`src/sv/mtpc_pkg.sv`:
```
// Shared types, codes and the pattern generator step for the memory test
// pattern checker. No dependencies; used by every module of the block.
package mtpc_pkg;

    localparam int DATA_W    = 32;
    localparam int ADDR_W    = 32;
    localparam int POS_W     = 23;
    localparam int KIND_W    = 2;
    localparam int CFG_IDX_W = 2;
    localparam int MAX_WORDS = 4194304;

    localparam logic [DATA_W-1:0] SEED_RESET  = 32'h5A69_8421;
    localparam logic [ADDR_W-1:0] BASE_RESET  = 32'h7000_0000;
    localparam logic [POS_W-1:0]  COUNT_RESET = 23'd4194304;

    typedef enum logic [KIND_W-1:0] {
        KIND_WRITE   = 2'd0,
        KIND_CHECK   = 2'd1,
        KIND_RESTART = 2'd2
    } kind_t;

    typedef enum logic [1:0] {
        ST_WRITE    = 2'd0,
        ST_MATCH    = 2'd1,
        ST_MISMATCH = 2'd2,
        ST_IGNORED  = 2'd3
    } status_t;

    typedef enum logic [CFG_IDX_W-1:0] {
        REG_MODE  = 2'd0,
        REG_SEED  = 2'd1,
        REG_BASE  = 2'd2,
        REG_COUNT = 2'd3
    } cfg_index_t;

    typedef struct packed {
        logic              mode;
        logic [DATA_W-1:0] seed;
        logic [ADDR_W-1:0] base_address;
        logic [POS_W-1:0]  word_count;
    } cfg_t;

    typedef struct packed {
        status_t           status;
        logic [ADDR_W-1:0] address;
        logic [DATA_W-1:0] data_word;
        logic [DATA_W-1:0] actual_word;
        logic              last;
    } result_t;

    // Next word of the sequence: three xorshift32 rounds, or hold in fixed mode.
    // Each round is a fixed xor network, so the whole step is shallow logic.
    function automatic logic [DATA_W-1:0] advance_word(input logic mode,
                                                       input logic [DATA_W-1:0] x);
        logic [DATA_W-1:0] v;
        v = x;
        if (mode)
        begin
            for (int r = 0; r < 3; r++)
            begin
                v = v ^ (v << 13);
                v = v ^ (v >> 17);
                v = v ^ (v << 5);
            end
        end
        return v;
    endfunction

    // Word count clamped to MAX_WORDS.
    function automatic logic [POS_W-1:0] effective_count(input logic [POS_W-1:0] wc);
        logic [31:0] wide;
        wide = 32'(wc);
        if (wide > 32'(MAX_WORDS))
            return POS_W'(MAX_WORDS);
        return wc;
    endfunction

endpackage

```
`src/sv/mtpc_cfg_regs.sv`:
```
// Configuration register file of the memory test pattern checker.
// Depends on mtpc_pkg.
module mtpc_cfg_regs
(
    input  logic                                clk,
    input  logic                                rst_n,
    input  logic                                cfg_we,
    input  logic [mtpc_pkg::CFG_IDX_W-1:0]      cfg_index,
    input  logic [mtpc_pkg::DATA_W-1:0]         cfg_data,
    output mtpc_pkg::cfg_t                      cfg
);

    logic                              mode_reg;
    logic [mtpc_pkg::DATA_W-1:0]       seed_reg;
    logic [mtpc_pkg::ADDR_W-1:0]       base_reg;
    logic [mtpc_pkg::POS_W-1:0]        count_reg;

    always_ff @(posedge clk or negedge rst_n)
    begin
        if (!rst_n)
        begin
            mode_reg  <= 1'b0;
            seed_reg  <= mtpc_pkg::SEED_RESET;
            base_reg  <= mtpc_pkg::BASE_RESET;
            count_reg <= mtpc_pkg::COUNT_RESET;
        end
        else if (cfg_we)
        begin
            case (cfg_index)
                mtpc_pkg::REG_MODE:  mode_reg  <= cfg_data[0];
                mtpc_pkg::REG_SEED:  seed_reg  <= cfg_data;
                mtpc_pkg::REG_BASE:  base_reg  <= cfg_data[mtpc_pkg::ADDR_W-1:0];
                mtpc_pkg::REG_COUNT: count_reg <= cfg_data[mtpc_pkg::POS_W-1:0];
                default: ;
            endcase
        end
    end

    assign cfg.mode         = mode_reg;
    assign cfg.seed         = seed_reg;
    assign cfg.base_address = base_reg;
    assign cfg.word_count   = count_reg;

endmodule

```
`src/sv/mtpc_engine.sv`:
```
// Test state (write/check positions and generators, failure latch) and the
// single-pass logic that turns one item into its result. Depends on mtpc_pkg.
module mtpc_engine
(
    input  logic                              clk,
    input  logic                              rst_n,
    input  logic                              step,
    input  logic [mtpc_pkg::KIND_W-1:0]       kind,
    input  logic [mtpc_pkg::DATA_W-1:0]       read_data,
    input  mtpc_pkg::cfg_t                    cfg,
    output mtpc_pkg::result_t                 res
);

    logic [mtpc_pkg::POS_W-1:0]  wpos_reg, wpos_next;
    logic [mtpc_pkg::POS_W-1:0]  cpos_reg, cpos_next;
    logic [mtpc_pkg::DATA_W-1:0] wgen_reg, wgen_next;
    logic [mtpc_pkg::DATA_W-1:0] cgen_reg, cgen_next;
    logic                        failed_reg, failed_next;
    logic [mtpc_pkg::POS_W-1:0]  count;

    assign count = mtpc_pkg::effective_count(cfg.word_count);

    always_comb
    begin
        wpos_next       = wpos_reg;
        cpos_next       = cpos_reg;
        wgen_next       = wgen_reg;
        cgen_next       = cgen_reg;
        failed_next     = failed_reg;
        res.status      = mtpc_pkg::ST_IGNORED;
        res.address     = '0;
        res.data_word   = '0;
        res.actual_word = '0;
        res.last        = 1'b0;
        case (kind)
            mtpc_pkg::KIND_RESTART:
            begin
                wpos_next   = '0;
                cpos_next   = '0;
                wgen_next   = cfg.seed;
                cgen_next   = cfg.seed;
                failed_next = 1'b0;
            end
            mtpc_pkg::KIND_WRITE:
            begin
                if (!failed_reg && wpos_reg < count)
                begin
                    res.status    = mtpc_pkg::ST_WRITE;
                    res.address   = cfg.base_address
                                  + mtpc_pkg::ADDR_W'({wpos_reg, 2'b00});
                    res.data_word = wgen_reg;
                    res.last      = (wpos_reg + 1'b1 == count);
                    wpos_next     = wpos_reg + 1'b1;
                    wgen_next     = mtpc_pkg::advance_word(cfg.mode, wgen_reg);
                end
            end
            mtpc_pkg::KIND_CHECK:
            begin
                if (!failed_reg && cpos_reg < count)
                begin
                    res.address     = cfg.base_address
                                    + mtpc_pkg::ADDR_W'({cpos_reg, 2'b00});
                    res.data_word   = cgen_reg;
                    res.actual_word = read_data;
                    res.last        = (cpos_reg + 1'b1 == count);
                    if (read_data == cgen_reg)
                    begin
                        res.status = mtpc_pkg::ST_MATCH;
                        cpos_next  = cpos_reg + 1'b1;
                        cgen_next  = mtpc_pkg::advance_word(cfg.mode, cgen_reg);
                    end
                    else
                    begin
                        res.status  = mtpc_pkg::ST_MISMATCH;
                        failed_next = 1'b1;
                    end
                end
            end
            default: ;
        endcase
    end

    always_ff @(posedge clk or negedge rst_n)
    begin
        if (!rst_n)
        begin
            wpos_reg   <= '0;
            cpos_reg   <= '0;
            wgen_reg   <= mtpc_pkg::SEED_RESET;
            cgen_reg   <= mtpc_pkg::SEED_RESET;
            failed_reg <= 1'b0;
        end
        else if (step)
        begin
            wpos_reg   <= wpos_next;
            cpos_reg   <= cpos_next;
            wgen_reg   <= wgen_next;
            cgen_reg   <= cgen_next;
            failed_reg <= failed_next;
        end
    end

`ifndef SYNTHESIS
    a_restart_clears: assert property (@(posedge clk) disable iff (!rst_n)
        step && kind == mtpc_pkg::KIND_RESTART
        |=> wpos_reg == '0 && cpos_reg == '0 && !failed_reg)
        else $error("restart did not rewind the test state");

    a_mismatch_latches: assert property (@(posedge clk) disable iff (!rst_n)
        step && res.status == mtpc_pkg::ST_MISMATCH
        |=> failed_reg && $stable(cpos_reg) && $stable(cgen_reg))
        else $error("mismatch did not latch failure or moved check position");

    a_failed_ignores: assert property (@(posedge clk) disable iff (!rst_n)
        failed_reg && kind != mtpc_pkg::KIND_RESTART
        |-> res.status == mtpc_pkg::ST_IGNORED)
        else $error("item handled after a latched failure");

    a_fixed_holds: assert property (@(posedge clk) disable iff (!rst_n)
        step && !cfg.mode && res.status == mtpc_pkg::ST_WRITE
        |=> $stable(wgen_reg))
        else $error("write generator moved in fixed pattern mode");
`endif

endmodule

```
`src/sv/memory_test_pattern_checker_top.sv`:
```
// Top level of the memory test pattern checker: input register, engine,
// result register and configuration registers. Depends on mtpc_pkg,
// mtpc_cfg_regs and mtpc_engine.
//
// Usage:
//   Input channel (in_valid/in_stall): kind selects write, check or restart;
//   read_data carries the read-back word for checks. Output channel
//   (out_valid/out_stall): one result item per input item, in order:
//   status, address, data_word, actual_word, last.
//   An item taken sits in the input register, is evaluated against the test
//   state and stored in the result register, from which the result is taken.
//   Throughput is one item per cycle while out_stall is low: the generator
//   step (three xorshift rounds) and the compare are one pass of logic
//   between the two registers.
//   When the receiver stalls, the result register holds and the input
//   register still takes one more item; in_stall rises only while both are
//   full and out_stall is high.
//   Reset (rst_n low) empties both registers, rewinds both phases, loads the
//   reset seed into both generators and restores the register reset values.
//   Configuration writes (cfg_we, cfg_index, cfg_data) take effect at once;
//   a new seed is used from the next restart item.
module memory_test_pattern_checker_top
(
    input  logic                               clk,
    input  logic                               rst_n,
    input  logic                               cfg_we,
    input  logic [mtpc_pkg::CFG_IDX_W-1:0]     cfg_index,
    input  logic [mtpc_pkg::DATA_W-1:0]        cfg_data,
    input  logic                               in_valid,
    output logic                               in_stall,
    input  logic [mtpc_pkg::KIND_W-1:0]        kind,
    input  logic [mtpc_pkg::DATA_W-1:0]        read_data,
    output logic                               out_valid,
    input  logic                               out_stall,
    output logic [1:0]                         status,
    output logic [mtpc_pkg::ADDR_W-1:0]        address,
    output logic [mtpc_pkg::DATA_W-1:0]        data_word,
    output logic [mtpc_pkg::DATA_W-1:0]        actual_word,
    output logic                               last
);

    mtpc_pkg::cfg_t                 cfg;
    mtpc_pkg::result_t              eng_res;
    mtpc_pkg::result_t              res_reg;
    logic                           in_valid_reg;
    logic [mtpc_pkg::KIND_W-1:0]    kind_reg;
    logic [mtpc_pkg::DATA_W-1:0]    rdata_reg;
    logic                           out_valid_reg;
    logic                           advance;
    logic                           in_take;

    // The stored item moves on whenever the result register is free or drains.
    assign advance  = in_valid_reg && (!out_valid_reg || !out_stall);
    assign in_stall = in_valid_reg && !advance;
    assign in_take  = in_valid && !in_stall;

    mtpc_cfg_regs u_cfg
    (
        .clk       (clk),
        .rst_n     (rst_n),
        .cfg_we    (cfg_we),
        .cfg_index (cfg_index),
        .cfg_data  (cfg_data),
        .cfg       (cfg)
    );

    mtpc_engine u_engine
    (
        .clk       (clk),
        .rst_n     (rst_n),
        .step      (advance),
        .kind      (kind_reg),
        .read_data (rdata_reg),
        .cfg       (cfg),
        .res       (eng_res)
    );

    always_ff @(posedge clk or negedge rst_n)
    begin
        if (!rst_n)
        begin
            in_valid_reg  <= 1'b0;
            out_valid_reg <= 1'b0;
        end
        else
        begin
            if (in_take)
                in_valid_reg <= 1'b1;
            else if (advance)
                in_valid_reg <= 1'b0;

            if (advance)
                out_valid_reg <= 1'b1;
            else if (!out_stall)
                out_valid_reg <= 1'b0;
        end
    end

    always_ff @(posedge clk)
    begin
        if (in_take)
        begin
            kind_reg  <= kind;
            rdata_reg <= read_data;
        end
        if (advance)
            res_reg <= eng_res;
    end

    assign out_valid   = out_valid_reg;
    assign status      = res_reg.status;
    assign address     = res_reg.address;
    assign data_word   = res_reg.data_word;
    assign actual_word = res_reg.actual_word;
    assign last        = res_reg.last;

endmodule

```
`config.mk`:
```
export PLATFORM = sky130hd
export DESIGN_NAME = memory_test_pattern_checker_top
export DESIGN_NICKNAME = d
export VERILOG_FILES = /design/src/sv/mtpc_pkg.sv /design/src/sv/mtpc_cfg_regs.sv /design/src/sv/mtpc_engine.sv /design/src/sv/memory_test_pattern_checker_top.sv
export SDC_FILE = /design/constraint.sdc
export NUM_CORES = 1
export LEC_CHECK = 0
export BUFFER_PORTS_ARGS = -buffer_cell sky130_fd_sc_hd__buf_2
export CORE_MARGIN = 3
export CORE_UTILIZATION = 44
export DETAILED_ROUTE_END_ITERATION = 7
export PLACE_DENSITY = 0.59
export SYNTH_ARGS = -nofsm -noshare
export SYNTH_HDL_FRONTEND = slang
export SYNTH_SLANG_ARGS = --single-unit
```
`constraint.sdc`:
```
create_clock -name clk -period 4.5 [get_ports clk]
set_clock_uncertainty 0.2 [all_clocks]
set_input_delay 0.225 -clock clk [delete_from_list [all_inputs] [get_ports clk]]
set_output_delay 0.225 -clock clk [all_outputs]
set_load 0.01 [all_outputs]
```
==> results.txt <==
Vias in the first global route - 16734
Core area - 49050 um2
R2r worst-path depth - 11
Total Wirelength - 70.45 mm
Largest cells by area after synthesis - dfrtp_1 (18%), edfxtp_1 (18%), xnor2_1 (12%)
Final hold violation count - 0
TritonCTS Buffers - 40
Mapped Nets - 2216
P&R area growth vs syn - 17.93%
GRT met1 Usage - 39.27%
Worst slew pin tran - 0.8215 ns
Pins over their slew limit - 0
CTS Root Buffer Type - clkbuf_16
CP endpoint kind - flip-flop
H-tree depth - 2
Startpoint types - flip-flop
Final period util - 95.06%
Fraction of layout cells with a size suffix above 1 - 22.31%
Clk_lat worst skew - 0.57 ns
Drt pass-1 iters - 7
TritonCTS clock tree - done
Rel. slew slack - 45.23%
Fmax - 233.8 MHz
Routability cong. - 0.9315
Kind of critical path - reg2reg
Met3 usage - 5.646%
Total GRT Usage - 26.75%
Cell Rows - 81
Synth warn - 0
I/O Pins - 174
CP required - 4.61 ns
Hold WC Path Type - in2async
DR DRC count - 0
Mapped Area - 21860 um2
Reg-to-Reg Start - u_engine.cpos_reg[0]
DP Worst Slack - 0.1895 ns
DIE HEIGHT - 228.9 um
Top FF cell, synth - dfrtp_1
Vias/cell - 5.633
Count of cell types in the netlist - 74
Ys async rst share - 60.18%
Fin Setup TNS - 0 ns
Total gr overflow - 0
Max Root-Sink Buffers - 3
Starting Density - 44.56%
Post-synth EDFFs - 133
# setup viols final - 0
Post-synth top area share - 18.43%
Setup ws final - 0.2221 ns
Post-DP HPWL - 53.78 mm
# Max-Cap Violations - 0
Register area share after synthesis - 41.51%
Clock Pin Slew Worst Setup and Hold Paths - 0.06 ns
Mapped Avg Cell Area - 10.69 um2
Met2 usage - 40.22%
Reg-to-Reg End - address[30]
Data arrival, critical path - 4.39 ns
First-pass GRT wire length - 106.6 mm
GR peak layer - met2
Antenna Nets Post-Route - 0
Area leader, netlist - dfrtp_1
Die ar. - 52390 um2
Seq cells post-synth - 334
DRT iter0 DRCs - 1218
Nets - 2449
Synth top cells by count - xnor2_1 (309), dfrtp_1 (161), mux2_2 (150)
DIE WIDTH - 228.9 um
Status - complete, no violations
Crit path max fanout - 7
Largest net degree at the start of global routing - 87
R2R setup slack - 0.22 ns
Minimum clock period - 4.278 ns
Initial antenna violation count - 1
RSZ-0062 raised after global routing - true
Cells after Synth - 2044
PortBufs - 173
Sink Count - 334
Most common cell in the netlist - xnor2_1
Drt wl/cell - 23.70 um
Vias - 16746
[stage by stage]
stage          cell area [um2]  hold slack [ns]  std cells  util, %
6_report                 25780          0.06305       2973    52.55
2_1_floorplan            21860          -0.2706       2044        -
5_1_grt                  25770           0.1296       2972    52.54
3_3_place_gp             23630           0.1342       2823    48.17
3_5_place_dp             23630           0.1422       2823    48.17
4_1_cts                  25740           0.1016       2969    52.47
[worst max-delay path, cell delays in order (launching register included)]
cell and delay, ns:
dfrtp_1 0.45, ha_1 0.26, fa_1 0.44, a211oi_1 0.29
o21bai_1 0.11, a21oi_1 0.30, o21ai_1 0.25, a221o_1 0.48
a211oi_2 0.37, a2bb2oi_1 0.39, mux2i_1 0.15, or3_1 0.35
[repair_timing]
action                                  4_1_cts  5_1_grt
setup buffers                                 0        3
resized for setup                             0        4
endpoints found under the setup margin        0      132
endpoints found under the hold margin       204        0
hold buffers                                 73        0
[layout make-up]
cell class	count	area [um2]
fill	4420	23280
clock buffer	55	1182
sequential	334	9074
antenna	1	2.502
multi-input combinational	1572	12300
inverter	32	122.6
clock inverter	18	195.2
timing repair buffer	297	2067
tap	664	830.8
[placed cells by master (no fill, tap or decap), drive strengths merged, types with 20 or more instances in the layout]
| master | n |
|---|---|
| xnor2 | 320 |
| buf | 223 |
| dfrtp | 161 |
| and3 | 50 |
| inv | 34 |
| a21oi | 93 |
| ha | 97 |
| a22o | 43 |
| nand3 | 36 |
| mux2i | 24 |
| mux2 | 151 |
| dfstp | 40 |
| xor2 | 150 |
| nand4 | 27 |
| clkbuf | 56 |
| o21ai | 101 |
| edfxtp | 133 |
| dlygate4sd3 | 73 |
| nand2 | 99 |
| nor4 | 22 |
| o22ai | 20 |
| nor3 | 20 |
| a21o | 26 |
| o31ai | 26 |
| nor2 | 104 |
[worst max path at each step]
stage | from | end | slack, ns | cells after the start
after floorplan | out_valid | u_engine.cgen_reg[11] | 0.31 | 8
after global placement | u_engine.cpos_reg[0] | address[24] | 0.28 | 11
after detailed placement | u_cfg.count_reg[7] | address[30] | 0.19 | 15
after CTS | u_cfg.count_reg[7] | address[30] | 0.17 | 15
after global routing | u_cfg.count_reg[4] | u_engine.cpos_reg[0] | -0.04 | 13
final | u_engine.cpos_reg[0] | address[30] | 0.22 | 11
[per-layer routing]
metal	part of all wire (%)	wire length (um)
met5	0.018	13
met4	2.3	1586
met3	7.1	5016
met2	43	30580
met1	47	33260
[cell families after synthesis]
| kind of cell | count (synthesis) | synth area share (%) |
|---|---|---|
| compound gates | 393 | 11.63 |
| xor+xnor | 475 | 19.85 |
| fa+ha+maj | 99 | 5.736 |
| buf+inv | 138 | 2.416 |
| flops | 334 | 41.51 |
| mux | 175 | 8.896 |
| simple gates | 430 | 9.955 |
Power is left out: the tool's default activity adds up to more than one toggle a clock period on the data nets, which glitch-free logic cannot reach.
